<file path="config.mk">
export PLATFORM = sky130hd
export DESIGN_NAME = balanced_bracket_count_mod_prime
export DESIGN_NICKNAME = d
export VERILOG_FILES = /design/src/rtl/bbc_pkg.sv /design/src/rtl/bbc_modmul.sv /design/src/rtl/bbc_ctrl.sv /design/src/rtl/balanced_bracket_count_mod_prime.sv
export SDC_FILE = /design/constraint.sdc
export NUM_CORES = 2
export LEC_CHECK = 0
export ABC_AREA = 1
export BUFFER_PORTS_ARGS = -buffer_cell sky130_fd_sc_hd__buf_2
export CAP_MARGIN = 20
export CORE_MARGIN = 10
export CORE_UTILIZATION = 45
export CTS_BUF_LIST = sky130_fd_sc_hd__clkbuf_16
export DETAILED_ROUTE_END_ITERATION = 10
export GPL_TIMING_DRIVEN = 0
export PLACE_DENSITY = 0.71
export SETUP_SLACK_MARGIN = 0.15
export SLEW_MARGIN = 20
export SYNTH_ARGS = -nofsm -noshare
export SYNTH_HDL_FRONTEND = slang
export SYNTH_SLANG_ARGS = --single-unit
</file>
<file path="constraint.sdc">
create_clock -name aclk -period 10 [get_ports aclk]
set_clock_uncertainty 0.2 [all_clocks]
set_input_delay 0.5 -clock aclk [delete_from_list [all_inputs] [get_ports aclk]]
set_output_delay 0.5 -clock aclk [all_outputs]
set_load 0.03 [all_outputs]
</file>
<file path="src/rtl/bbc_pkg.sv">
`timescale 1ns / 1ps
// ============================================================================
// bbc_pkg: shared types and constants for the balanced bracket counter
// Widths, modulus, Barrett constant, sequencer states and the request and
// response bundles between the sequencer and the modular multiplier.
// ============================================================================
package bbc_pkg;

    // field widths
    localparam int unsigned LEN_W  = 21;                // seq_length
    localparam int unsigned HALF_W = LEN_W - 1;         // m = n / 2
    localparam int unsigned CNT_W  = 30;                // seq_count
    localparam int unsigned S_TDATA_W = ((LEN_W + 7) / 8) * 8;
    localparam int unsigned M_TDATA_W = ((CNT_W + 7) / 8) * 8;

    // largest accepted length
    localparam logic [31:0] MAX_LENGTH = 32'd1048576;

    // prime modulus and Fermat exponent
    localparam logic [CNT_W-1:0] MOD     = 30'd1000000007;
    localparam logic [CNT_W-1:0] MOD_EXP = MOD - 30'd2;

    // exponent bit index
    localparam int unsigned EXP_IDX_W = $clog2(CNT_W);
    localparam logic [EXP_IDX_W-1:0] EXP_LAST = EXP_IDX_W'(CNT_W - 1);

    // Barrett reduction, k = CNT_W: mu = floor(2^(2k) / MOD)
    localparam int unsigned MU_W  = CNT_W + 1;
    localparam int unsigned MUL_W = CNT_W + 2;          // multiplier operand width
    localparam int unsigned PROD_W = 2 * CNT_W;         // a * b
    localparam int unsigned QT_W  = 2 * CNT_W + 2;      // q1 * mu
    localparam logic [MU_W-1:0] BARRETT_MU =
        MU_W'((64'd1 << (2 * CNT_W)) / 64'(MOD));

    // sequencer states
    typedef enum logic [2:0] {
        ST_IDLE,
        ST_FACT,
        ST_DEN_SQ,
        ST_DEN_M1,
        ST_POW_MUL,
        ST_POW_SQ,
        ST_FINAL,
        ST_DONE
    } bbc_state_t;

    // multiplier phases
    typedef enum logic [1:0] {
        MM_IDLE,
        MM_QUOT,
        MM_BACK,
        MM_FIX
    } mm_phase_t;

    typedef struct packed {
        logic             start;
        logic [CNT_W-1:0] a;
        logic [CNT_W-1:0] b;
    } mm_req_t;

    typedef struct packed {
        logic             done;
        logic [CNT_W-1:0] result;
    } mm_rsp_t;

    typedef struct packed {
        logic             valid;
        logic [CNT_W-1:0] count;
        logic             oor;
    } bbc_res_t;

endpackage

</file>
<file path="src/rtl/bbc_modmul.sv">
`timescale 1ns / 1ps
// ============================================================================
// bbc_modmul: multi-cycle modular multiplier
// a * b mod MOD by Barrett reduction on one shared 32x32 multiplier:
// product, quotient estimate, back-multiply, then a final correction.
// Result and done appear in the MM_FIX phase, after the MM_QUOT and MM_BACK phases.
// ============================================================================
module bbc_modmul (
    input  logic            aclk,
    input  logic            aresetn,
    input  bbc_pkg::mm_req_t req,
    output bbc_pkg::mm_rsp_t rsp
);

    bbc_pkg::mm_phase_t phase_reg, phase_next;

    logic [bbc_pkg::PROD_W-1:0] x_reg;
    logic [bbc_pkg::QT_W-1:0]   t_reg;
    logic [bbc_pkg::MUL_W-1:0]  u_reg;

    logic [bbc_pkg::MUL_W-1:0]   mul_a;
    logic [bbc_pkg::MUL_W-1:0]   mul_b;
    logic [2*bbc_pkg::MUL_W-1:0] prod;

    logic [bbc_pkg::MUL_W-1:0] rem;
    logic [bbc_pkg::MUL_W:0]   rem_m1;
    logic [bbc_pkg::MUL_W:0]   rem_m2;
    logic [bbc_pkg::CNT_W-1:0] fixed;

    // shared multiplier operand select
    always_comb begin
        unique case (phase_reg)
            bbc_pkg::MM_QUOT: begin
                mul_a = bbc_pkg::MUL_W'(x_reg[bbc_pkg::PROD_W-1:bbc_pkg::CNT_W-1]);
                mul_b = bbc_pkg::MUL_W'(bbc_pkg::BARRETT_MU);
            end
            bbc_pkg::MM_BACK: begin
                mul_a = bbc_pkg::MUL_W'(t_reg[bbc_pkg::QT_W-1:bbc_pkg::CNT_W+1]);
                mul_b = bbc_pkg::MUL_W'(bbc_pkg::MOD);
            end
            default: begin
                mul_a = bbc_pkg::MUL_W'(req.a);
                mul_b = bbc_pkg::MUL_W'(req.b);
            end
        endcase
    end

    assign prod = mul_a * mul_b;

    // remainder is below 3*MOD: at most two subtractions
    assign rem    = x_reg[bbc_pkg::MUL_W-1:0] - u_reg;
    assign rem_m1 = {1'b0, rem} - (bbc_pkg::MUL_W + 1)'(bbc_pkg::MOD);
    assign rem_m2 = {1'b0, rem} - ((bbc_pkg::MUL_W + 1)'(bbc_pkg::MOD) << 1);

    always_comb begin
        priority if (!rem_m2[bbc_pkg::MUL_W]) begin
            fixed = rem_m2[bbc_pkg::CNT_W-1:0];
        end else if (!rem_m1[bbc_pkg::MUL_W]) begin
            fixed = rem_m1[bbc_pkg::CNT_W-1:0];
        end else begin
            fixed = rem[bbc_pkg::CNT_W-1:0];
        end
    end

    // phase sequencing
    always_comb begin
        unique case (phase_reg)
            bbc_pkg::MM_IDLE: phase_next = req.start ? bbc_pkg::MM_QUOT : bbc_pkg::MM_IDLE;
            bbc_pkg::MM_QUOT: phase_next = bbc_pkg::MM_BACK;
            bbc_pkg::MM_BACK: phase_next = bbc_pkg::MM_FIX;
            default:          phase_next = bbc_pkg::MM_IDLE;
        endcase
    end

    always_comb begin
        rsp.done   = (phase_reg == bbc_pkg::MM_FIX);
        rsp.result = fixed;
    end

    always_ff @(posedge aclk) begin
        if (!aresetn) begin
            phase_reg <= bbc_pkg::MM_IDLE;
        end else begin
            phase_reg <= phase_next;
        end
    end

    always_ff @(posedge aclk) begin
        unique case (phase_reg)
            bbc_pkg::MM_IDLE: x_reg <= prod[bbc_pkg::PROD_W-1:0];
            bbc_pkg::MM_QUOT: t_reg <= prod[bbc_pkg::QT_W-1:0];
            bbc_pkg::MM_BACK: u_reg <= prod[bbc_pkg::MUL_W-1:0];
            default: ;
        endcase
    end

    // checks
    a_start_when_idle : assert property (@(posedge aclk) disable iff (!aresetn)
        req.start |-> phase_reg == bbc_pkg::MM_IDLE)
        else $error("modmul started while busy");

    a_result_reduced : assert property (@(posedge aclk) disable iff (!aresetn)
        rsp.done |-> rsp.result < bbc_pkg::MOD)
        else $error("modmul result not reduced");

    a_done_then_idle : assert property (@(posedge aclk) disable iff (!aresetn)
        rsp.done |=> phase_reg == bbc_pkg::MM_IDLE)
        else $error("modmul did not return to idle");

endmodule

</file>
<file path="src/rtl/bbc_ctrl.sv">
`timescale 1ns / 1ps
// ============================================================================
// bbc_ctrl: sequencer for the Catalan computation
// Walks factorial, denominator, Fermat inverse and final product, issuing
// one modular multiply at a time to the shared multiplier.
// ============================================================================
module bbc_ctrl (
    input  logic                        aclk,
    input  logic                        aresetn,
    input  logic                        in_valid,
    input  logic [bbc_pkg::LEN_W-1:0]   in_length,
    output logic                        in_ready,
    output bbc_pkg::bbc_res_t           res,
    input  logic                        out_ready,
    output bbc_pkg::mm_req_t            mm_req,
    input  bbc_pkg::mm_rsp_t            mm_rsp
);

    bbc_pkg::bbc_state_t state_reg, state_next;

    logic                            issued_reg, issued_next;
    logic [bbc_pkg::LEN_W-1:0]       n_reg, n_next;
    logic [bbc_pkg::LEN_W-1:0]       k_reg, k_next;
    logic [bbc_pkg::HALF_W-1:0]      m_reg, m_next;
    logic [bbc_pkg::CNT_W-1:0]       f_reg, f_next;
    logic [bbc_pkg::CNT_W-1:0]       fm_reg, fm_next;
    logic [bbc_pkg::CNT_W-1:0]       base_reg, base_next;
    logic [bbc_pkg::CNT_W-1:0]       acc_reg, acc_next;
    logic [bbc_pkg::EXP_IDX_W-1:0]   eb_reg, eb_next;
    logic [bbc_pkg::CNT_W-1:0]       res_count_reg, res_count_next;
    logic                            res_oor_reg, res_oor_next;

    logic need_mul;
    logic too_long;

    assign too_long = (32'(in_length) > bbc_pkg::MAX_LENGTH);

    // next state
    always_comb begin
        state_next = state_reg;
        unique case (state_reg)
            bbc_pkg::ST_IDLE: begin
                if (in_valid) begin
                    priority if (too_long || in_length[0]) begin
                        state_next = bbc_pkg::ST_DONE;
                    end else if (in_length == '0) begin
                        state_next = bbc_pkg::ST_DEN_SQ;
                    end else begin
                        state_next = bbc_pkg::ST_FACT;
                    end
                end
            end
            bbc_pkg::ST_FACT: begin
                if (mm_rsp.done && k_reg == n_reg) state_next = bbc_pkg::ST_DEN_SQ;
            end
            bbc_pkg::ST_DEN_SQ: begin
                if (mm_rsp.done) state_next = bbc_pkg::ST_DEN_M1;
            end
            bbc_pkg::ST_DEN_M1: begin
                if (mm_rsp.done) state_next = bbc_pkg::ST_POW_MUL;
            end
            bbc_pkg::ST_POW_MUL: begin
                if (!bbc_pkg::MOD_EXP[eb_reg] || mm_rsp.done) state_next = bbc_pkg::ST_POW_SQ;
            end
            bbc_pkg::ST_POW_SQ: begin
                if (mm_rsp.done) begin
                    state_next = (eb_reg == bbc_pkg::EXP_LAST) ? bbc_pkg::ST_FINAL
                                                               : bbc_pkg::ST_POW_MUL;
                end
            end
            bbc_pkg::ST_FINAL: begin
                if (mm_rsp.done) state_next = bbc_pkg::ST_DONE;
            end
            bbc_pkg::ST_DONE: begin
                if (out_ready) state_next = bbc_pkg::ST_IDLE;
            end
            default: state_next = bbc_pkg::ST_IDLE;
        endcase
    end

    // outputs and multiplier operands
    always_comb begin
        in_ready  = (state_reg == bbc_pkg::ST_IDLE);
        res.valid = (state_reg == bbc_pkg::ST_DONE);
        res.count = res_count_reg;
        res.oor   = res_oor_reg;
        need_mul  = 1'b1;
        mm_req.a  = '0;
        mm_req.b  = '0;
        unique case (state_reg)
            bbc_pkg::ST_FACT: begin
                mm_req.a = f_reg;
                mm_req.b = bbc_pkg::CNT_W'(k_reg);
            end
            bbc_pkg::ST_DEN_SQ: begin
                mm_req.a = fm_reg;
                mm_req.b = fm_reg;
            end
            bbc_pkg::ST_DEN_M1: begin
                mm_req.a = base_reg;
                mm_req.b = bbc_pkg::CNT_W'(m_reg) + bbc_pkg::CNT_W'(1);
            end
            bbc_pkg::ST_POW_MUL: begin
                mm_req.a = acc_reg;
                mm_req.b = base_reg;
                need_mul = bbc_pkg::MOD_EXP[eb_reg];
            end
            bbc_pkg::ST_POW_SQ: begin
                mm_req.a = base_reg;
                mm_req.b = base_reg;
            end
            bbc_pkg::ST_FINAL: begin
                mm_req.a = f_reg;
                mm_req.b = acc_reg;
            end
            default: need_mul = 1'b0;
        endcase
        mm_req.start = need_mul && !issued_reg;
    end

    // datapath updates
    always_comb begin
        issued_next    = issued_reg;
        n_next         = n_reg;
        k_next         = k_reg;
        m_next         = m_reg;
        f_next         = f_reg;
        fm_next        = fm_reg;
        base_next      = base_reg;
        acc_next       = acc_reg;
        eb_next        = eb_reg;
        res_count_next = res_count_reg;
        res_oor_next   = res_oor_reg;

        if (mm_req.start) issued_next = 1'b1;
        if (mm_rsp.done)  issued_next = 1'b0;

        unique case (state_reg)
            bbc_pkg::ST_IDLE: begin
                if (in_valid) begin
                    n_next         = in_length;
                    m_next         = in_length[bbc_pkg::LEN_W-1:1];
                    k_next         = bbc_pkg::LEN_W'(1);
                    f_next         = bbc_pkg::CNT_W'(1);
                    fm_next        = bbc_pkg::CNT_W'(1);
                    res_count_next = '0;
                    res_oor_next   = too_long;
                end
            end
            bbc_pkg::ST_FACT: begin
                if (mm_rsp.done) begin
                    f_next = mm_rsp.result;
                    if (k_reg == bbc_pkg::LEN_W'(m_reg)) fm_next = mm_rsp.result;
                    k_next = k_reg + bbc_pkg::LEN_W'(1);
                end
            end
            bbc_pkg::ST_DEN_SQ: begin
                if (mm_rsp.done) base_next = mm_rsp.result;
            end
            bbc_pkg::ST_DEN_M1: begin
                if (mm_rsp.done) begin
                    base_next = mm_rsp.result;
                    acc_next  = bbc_pkg::CNT_W'(1);
                    eb_next   = '0;
                end
            end
            bbc_pkg::ST_POW_MUL: begin
                if (mm_rsp.done) acc_next = mm_rsp.result;
            end
            bbc_pkg::ST_POW_SQ: begin
                if (mm_rsp.done) begin
                    base_next = mm_rsp.result;
                    eb_next   = eb_reg + bbc_pkg::EXP_IDX_W'(1);
                end
            end
            bbc_pkg::ST_FINAL: begin
                if (mm_rsp.done) begin
                    res_count_next = mm_rsp.result;
                    res_oor_next   = 1'b0;
                end
            end
            default: ;
        endcase
    end

    always_ff @(posedge aclk) begin
        if (!aresetn) begin
            state_reg  <= bbc_pkg::ST_IDLE;
            issued_reg <= 1'b0;
        end else begin
            state_reg  <= state_next;
            issued_reg <= issued_next;
        end
    end

    always_ff @(posedge aclk) begin
        n_reg         <= n_next;
        k_reg         <= k_next;
        m_reg         <= m_next;
        f_reg         <= f_next;
        fm_reg        <= fm_next;
        base_reg      <= base_next;
        acc_reg       <= acc_next;
        eb_reg        <= eb_next;
        res_count_reg <= res_count_next;
        res_oor_reg   <= res_oor_next;
    end

    // checks
    a_oor_zero : assert property (@(posedge aclk) disable iff (!aresetn)
        (state_reg == bbc_pkg::ST_DONE && res_oor_reg) |-> res_count_reg == '0)
        else $error("out-of-range result with nonzero count");

    a_done_expected : assert property (@(posedge aclk) disable iff (!aresetn)
        mm_rsp.done |-> issued_reg)
        else $error("multiplier result with no request outstanding");

    a_idle_no_mul : assert property (@(posedge aclk) disable iff (!aresetn)
        in_ready |-> !issued_reg)
        else $error("multiply outstanding while ready for input");

endmodule

</file>
<file path="src/rtl/balanced_bracket_count_mod_prime.sv">
`timescale 1ns / 1ps
// ============================================================================
// balanced_bracket_count_mod_prime: Catalan number modulo 1000000007
// Counts balanced bracket sequences of length n: 0 for odd n, otherwise
// (2m)! / (m! * m! * (m+1)) mod p with m = n/2, inverse by Fermat.
// ============================================================================
//
//  channel | dir | handshake          | payload
//  --------+-----+--------------------+---------------------------------------
//  s_      | in  | s_tvalid/s_tready  | s_tdata: seq_length [20:0]
//  m_      | out | m_tvalid/m_tready  | m_tdata: seq_count [29:0]; m_tuser: out_of_range
//
//  Flow: one item at a time; an even length n takes n + 48 modular multiplies
//    (factorial, denominator, 45 for the inverse, final product), each on the
//    single shared 32x32 multiplier.
//    Odd and out-of-range lengths skip the multiplies and go straight to the result.
//  Reset: aresetn synchronous, active low; clears sequencer and output valid.
//  Stalls: a stalled result waits in the output register, a second one in the sequencer.
//
module balanced_bracket_count_mod_prime (
    input  logic                            aclk,
    input  logic                            aresetn,
    input  logic                            s_tvalid,
    output logic                            s_tready,
    input  logic [bbc_pkg::S_TDATA_W-1:0]   s_tdata,   // [20:0] seq_length
    output logic                            m_tvalid,
    input  logic                            m_tready,
    output logic [bbc_pkg::M_TDATA_W-1:0]   m_tdata,   // [29:0] seq_count
    output logic                            m_tuser    // [0] out_of_range
);

    bbc_pkg::bbc_res_t res;
    bbc_pkg::mm_req_t  mm_req;
    bbc_pkg::mm_rsp_t  mm_rsp;

    logic                      out_ready;
    logic                      m_tvalid_reg, m_tvalid_next;
    logic [bbc_pkg::CNT_W-1:0] m_count_reg, m_count_next;
    logic                      m_oor_reg, m_oor_next;

    // sequencer: factorial, denominator, inverse, final product
    bbc_ctrl u_ctrl (
        .aclk      (aclk),
        .aresetn   (aresetn),
        .in_valid  (s_tvalid),
        .in_length (s_tdata[bbc_pkg::LEN_W-1:0]),
        .in_ready  (s_tready),
        .res       (res),
        .out_ready (out_ready),
        .mm_req    (mm_req),
        .mm_rsp    (mm_rsp)
    );

    // shared modular multiplier
    bbc_modmul u_modmul (
        .aclk    (aclk),
        .aresetn (aresetn),
        .req     (mm_req),
        .rsp     (mm_rsp)
    );

    // output register: loads when empty or being drained this cycle
    assign out_ready = !m_tvalid_reg || m_tready;

    always_comb begin
        m_tvalid_next = m_tvalid_reg;
        m_count_next  = m_count_reg;
        m_oor_next    = m_oor_reg;
        if (out_ready) begin
            m_tvalid_next = res.valid;
            if (res.valid) begin
                m_count_next = res.count;
                m_oor_next   = res.oor;
            end
        end
    end

    always_ff @(posedge aclk) begin
        if (!aresetn) begin
            m_tvalid_reg <= 1'b0;
        end else begin
            m_tvalid_reg <= m_tvalid_next;
        end
    end

    always_ff @(posedge aclk) begin
        m_count_reg <= m_count_next;
        m_oor_reg   <= m_oor_next;
    end

    assign m_tvalid = m_tvalid_reg;
    assign m_tdata  = bbc_pkg::M_TDATA_W'(m_count_reg);
    assign m_tuser  = m_oor_reg;

endmodule
</file>
==> out/results.tsv <==
stage	metric	value	unit
outcome	outcome	finished with violations	
outcome	failing checks	design-rule violations	
setup_path	Worst Path Arrival	9750	ps
setup_path	Crit Path Category	flip-flop to flip-flop	
synth	register bit count reported by yosys	360	
synth	Syn Inst Count	6035	
grt	grt ovf	0	
synth	largest cells by area after synthesis	fa_1 33%, edfxtp_1 21%, nand2_1 11%	
placed_design	I/O Buffers	57	
placed_design	Placed Cells	7610	
clocking	H-tree levels	2	
cells_and_area	final net count	7381	
sta	final setup margin	323.9	ps
setup_path	critical path capture point type	flip-flop	
grt	GRT Util Overall	29.91	%
die	I/O pins	63	
grt	initial antenna violation count	3	
clocking	number of clock sinks	360	
synth	Mapped Area	50680	um^2
detailed_routing	post-route ant nets	0	
cells_and_area	most frequent cells in the layout	1,388 x nand2_1, 1,323 x inv_1, 826 x fa_1, 562 x nor2_1, 352 x edfxtp_1	
synth	Distinct cells, synth	55	
sta	RSZ-0062 raised after global routing	yes	
grt	vias in the first global route	43154	
detailed_routing	DR vias/cell	5.583	
setup_path	worst path buffer plus inverter count	12	
cells_and_area	fill count	10663	
synth	sequential area share after synthesis	21.17	%
clocking	worst skew pair latency	570	ps
clocking	CTS tree	yes	
synth	Yosys top cell by area	fa_1	
grt	largest net degree at the start of global routing	35	
cells_and_area	max reg flops	60	
setup_path	crit path max-delay cell type	fa_1	
sta	min Tclk post-route	9676	ps
clocking	CTS clk-pin slew, worst paths	70	ps
cells_and_area	synth-to-layout area growth	10.92	%
cells_and_area	register area	10730	um^2
sta	Slew HR	21.43	%
clocking	CTS max path bufs	3	
cells_and_area	commonest non-fill, non-tap cell in the layout	nand2_1	
detailed_routing	vias	43251	
sta	max-slew violation count	0	
die	core area	112200	um^2
setup_path	Critical Path Start Type	flip-flop	
sta	Fmax	0.1033	GHz
synth	Yosys top cell area share	33.10	%
clocking	root cell of the clock tree	clkbuf_16	
cells_and_area	layout cells sized above 1	8.950	%
setup_path	CP delay by family, top	adder cells	
setup_path	CP Max Fanout	10	
hold_path	Hold Path Class	primary input to flip-flop	
detailed_routing	total routed wirelength	190700	um
sta	Final Cycle Share	96.76	%
die	site row count	123	
sta	Hold Fails Final Rpt	0	
cells_and_area	Multi-input gate area	34700	um^2
placed_design	Routability Congestion	1.021	
sta	final setup violation count	0	
setup_path	max incr delay on CP	560	ps
clocking	Num CTS Buffers	37	
detailed_routing	Wirelength per Cell	24.61	um
cells_and_area	Util after Layout	50.10	%
job	max cap viols	0	
die	Die Span Y	355.6	um
grt	first-pass GRT wire length	281000	um
die	Initial Util	45.17	%
die	Die ar.	126400	um^2
setup_path	WP data required	10080	ps
placed_design	DPL Wire Length	157300	um
sta	Slew @ Worst Pin	1179	ps
detailed_routing	violation count after the first detailed-route iteration	4922	
detailed_routing	Detailed Routing Iterations Pass 1	9	
synth	Yosys warnings	0	
synth	Mean Syn Cell Area	8.397	um^2
placed_design	Setup WS pre-CTS	-2011	ps
die	Die X	355.6	um
detailed_routing	DRC errors left	2	
cells_and_area	Non-Filler Instances	7747	
[worst paths after layout]
| kind | start | to | slack (ps) | depth (start not counted) |
|---|---|---|---|---|
| min | aresetn | u_ctrl.state_reg[0] | 100 | 3 |
| min reg2reg | u_ctrl.res_count_reg[14] | m_count_reg[14] | 220 | 0 |
| max | u_modmul.phase_reg[0] | u_modmul.t_reg[46] | 320 | 33 |
| max reg2reg | u_modmul.phase_reg[0] | u_modmul.t_reg[46] | 320 | 33 |
[Yosys cell counts, drive strengths merged]
library cell and n:
clkbuf 164, o211ai 7, nand4 38, xnor2 42, o22ai 10, dfxtp 8
nor4 14, ha 297, a2111oi 2, or2 3, o21bai 2, a22oi 9
a211oi 4, a21oi 223, o221ai 6, nand3 188, xor2 82, a221o 30
o21a 7, buf 48, and3 2, a21boi 5, a21o 9, nand2 1431
conb 2, o21ai 135, nand3b 8, fa 838, a31oi 25, nor2 593
and2 4, o2111ai 12, nor3b 2, o311ai 3, inv 1349, edfxtp 352
clkinv 22, o31ai 3, a221oi 23, nor3 33
[timing repair]
action,CTS,global route
cloned,0,0
hold endpoints to repair,21,0
gates resized for setup,247,223
pin swaps,15,25
buffers inserted,24,25
hold buffers,21,0
endpoints found under the setup margin,99,73
[routing by layer]
layer  track usage [%]  vias up  wire [um]
met5                 0        -         13
met4             13.62        2      10650
met3             7.794      480      23600
met2             44.51     2578      81380
met1             40.66    21435      75030
li1                  -    18756          -
[layout make-up]
| cell class | count | share of cell area (%) |
|---|---|---|
| antenna | 1 | 0.004452 |
| clock buffer | 37 | 1.647 |
| tap | 1500 | 3.339 |
| timing repair buffer | 139 | 2.050 |
| buffer | 211 | 2.204 |
| inverter | 1371 | 9.293 |
| sequential | 360 | 19.09 |
| multi-input combinational | 4098 | 61.73 |
| clock inverter | 30 | 0.6411 |
[kinds of logic (layout without fill, tap and decap cells)]
kind of cell    Yosys count  count (layout)  synth area share [%]
compound gates          515             515                 6.074
simple gates           2316            2316                 18.24
flops                   360             360                 21.17
buf+inv                1583            1788                 11.87
other cells               2               9               0.01482
fa+ha+maj              1135            1135                 40.44
xor+xnor                124             124                 2.188
[metrics by stage]
stage / cell area (um^2) / hold WS [ps] / setup TNS [ps]
after floorplan: 50700 / 200.3 / 0
after global placement: 52860 / 204.1 / -114790
after detailed placement: 53250 / 205.2 / -126680
after CTS: 55510 / 83.58 / 0
after global routing: 56210 / 96.18 / 0
final: 56210 / 102.1 / 0
[worst reg2reg max path, delay by kind of cell, from the launching register on]
family	cells	cell delay, ps
AO/OA/AOI/OAI	7	1290
AND/OR/NAND/NOR	3	600
buffers and inverters	12	2000
flip-flops	1	370
adder cells (fa/ha/maj)	10	4750
XOR/XNOR	1	190
Power is left out: the tool's default activity adds up to more than one toggle a clock period on the data nets, which glitch-free logic cannot reach.
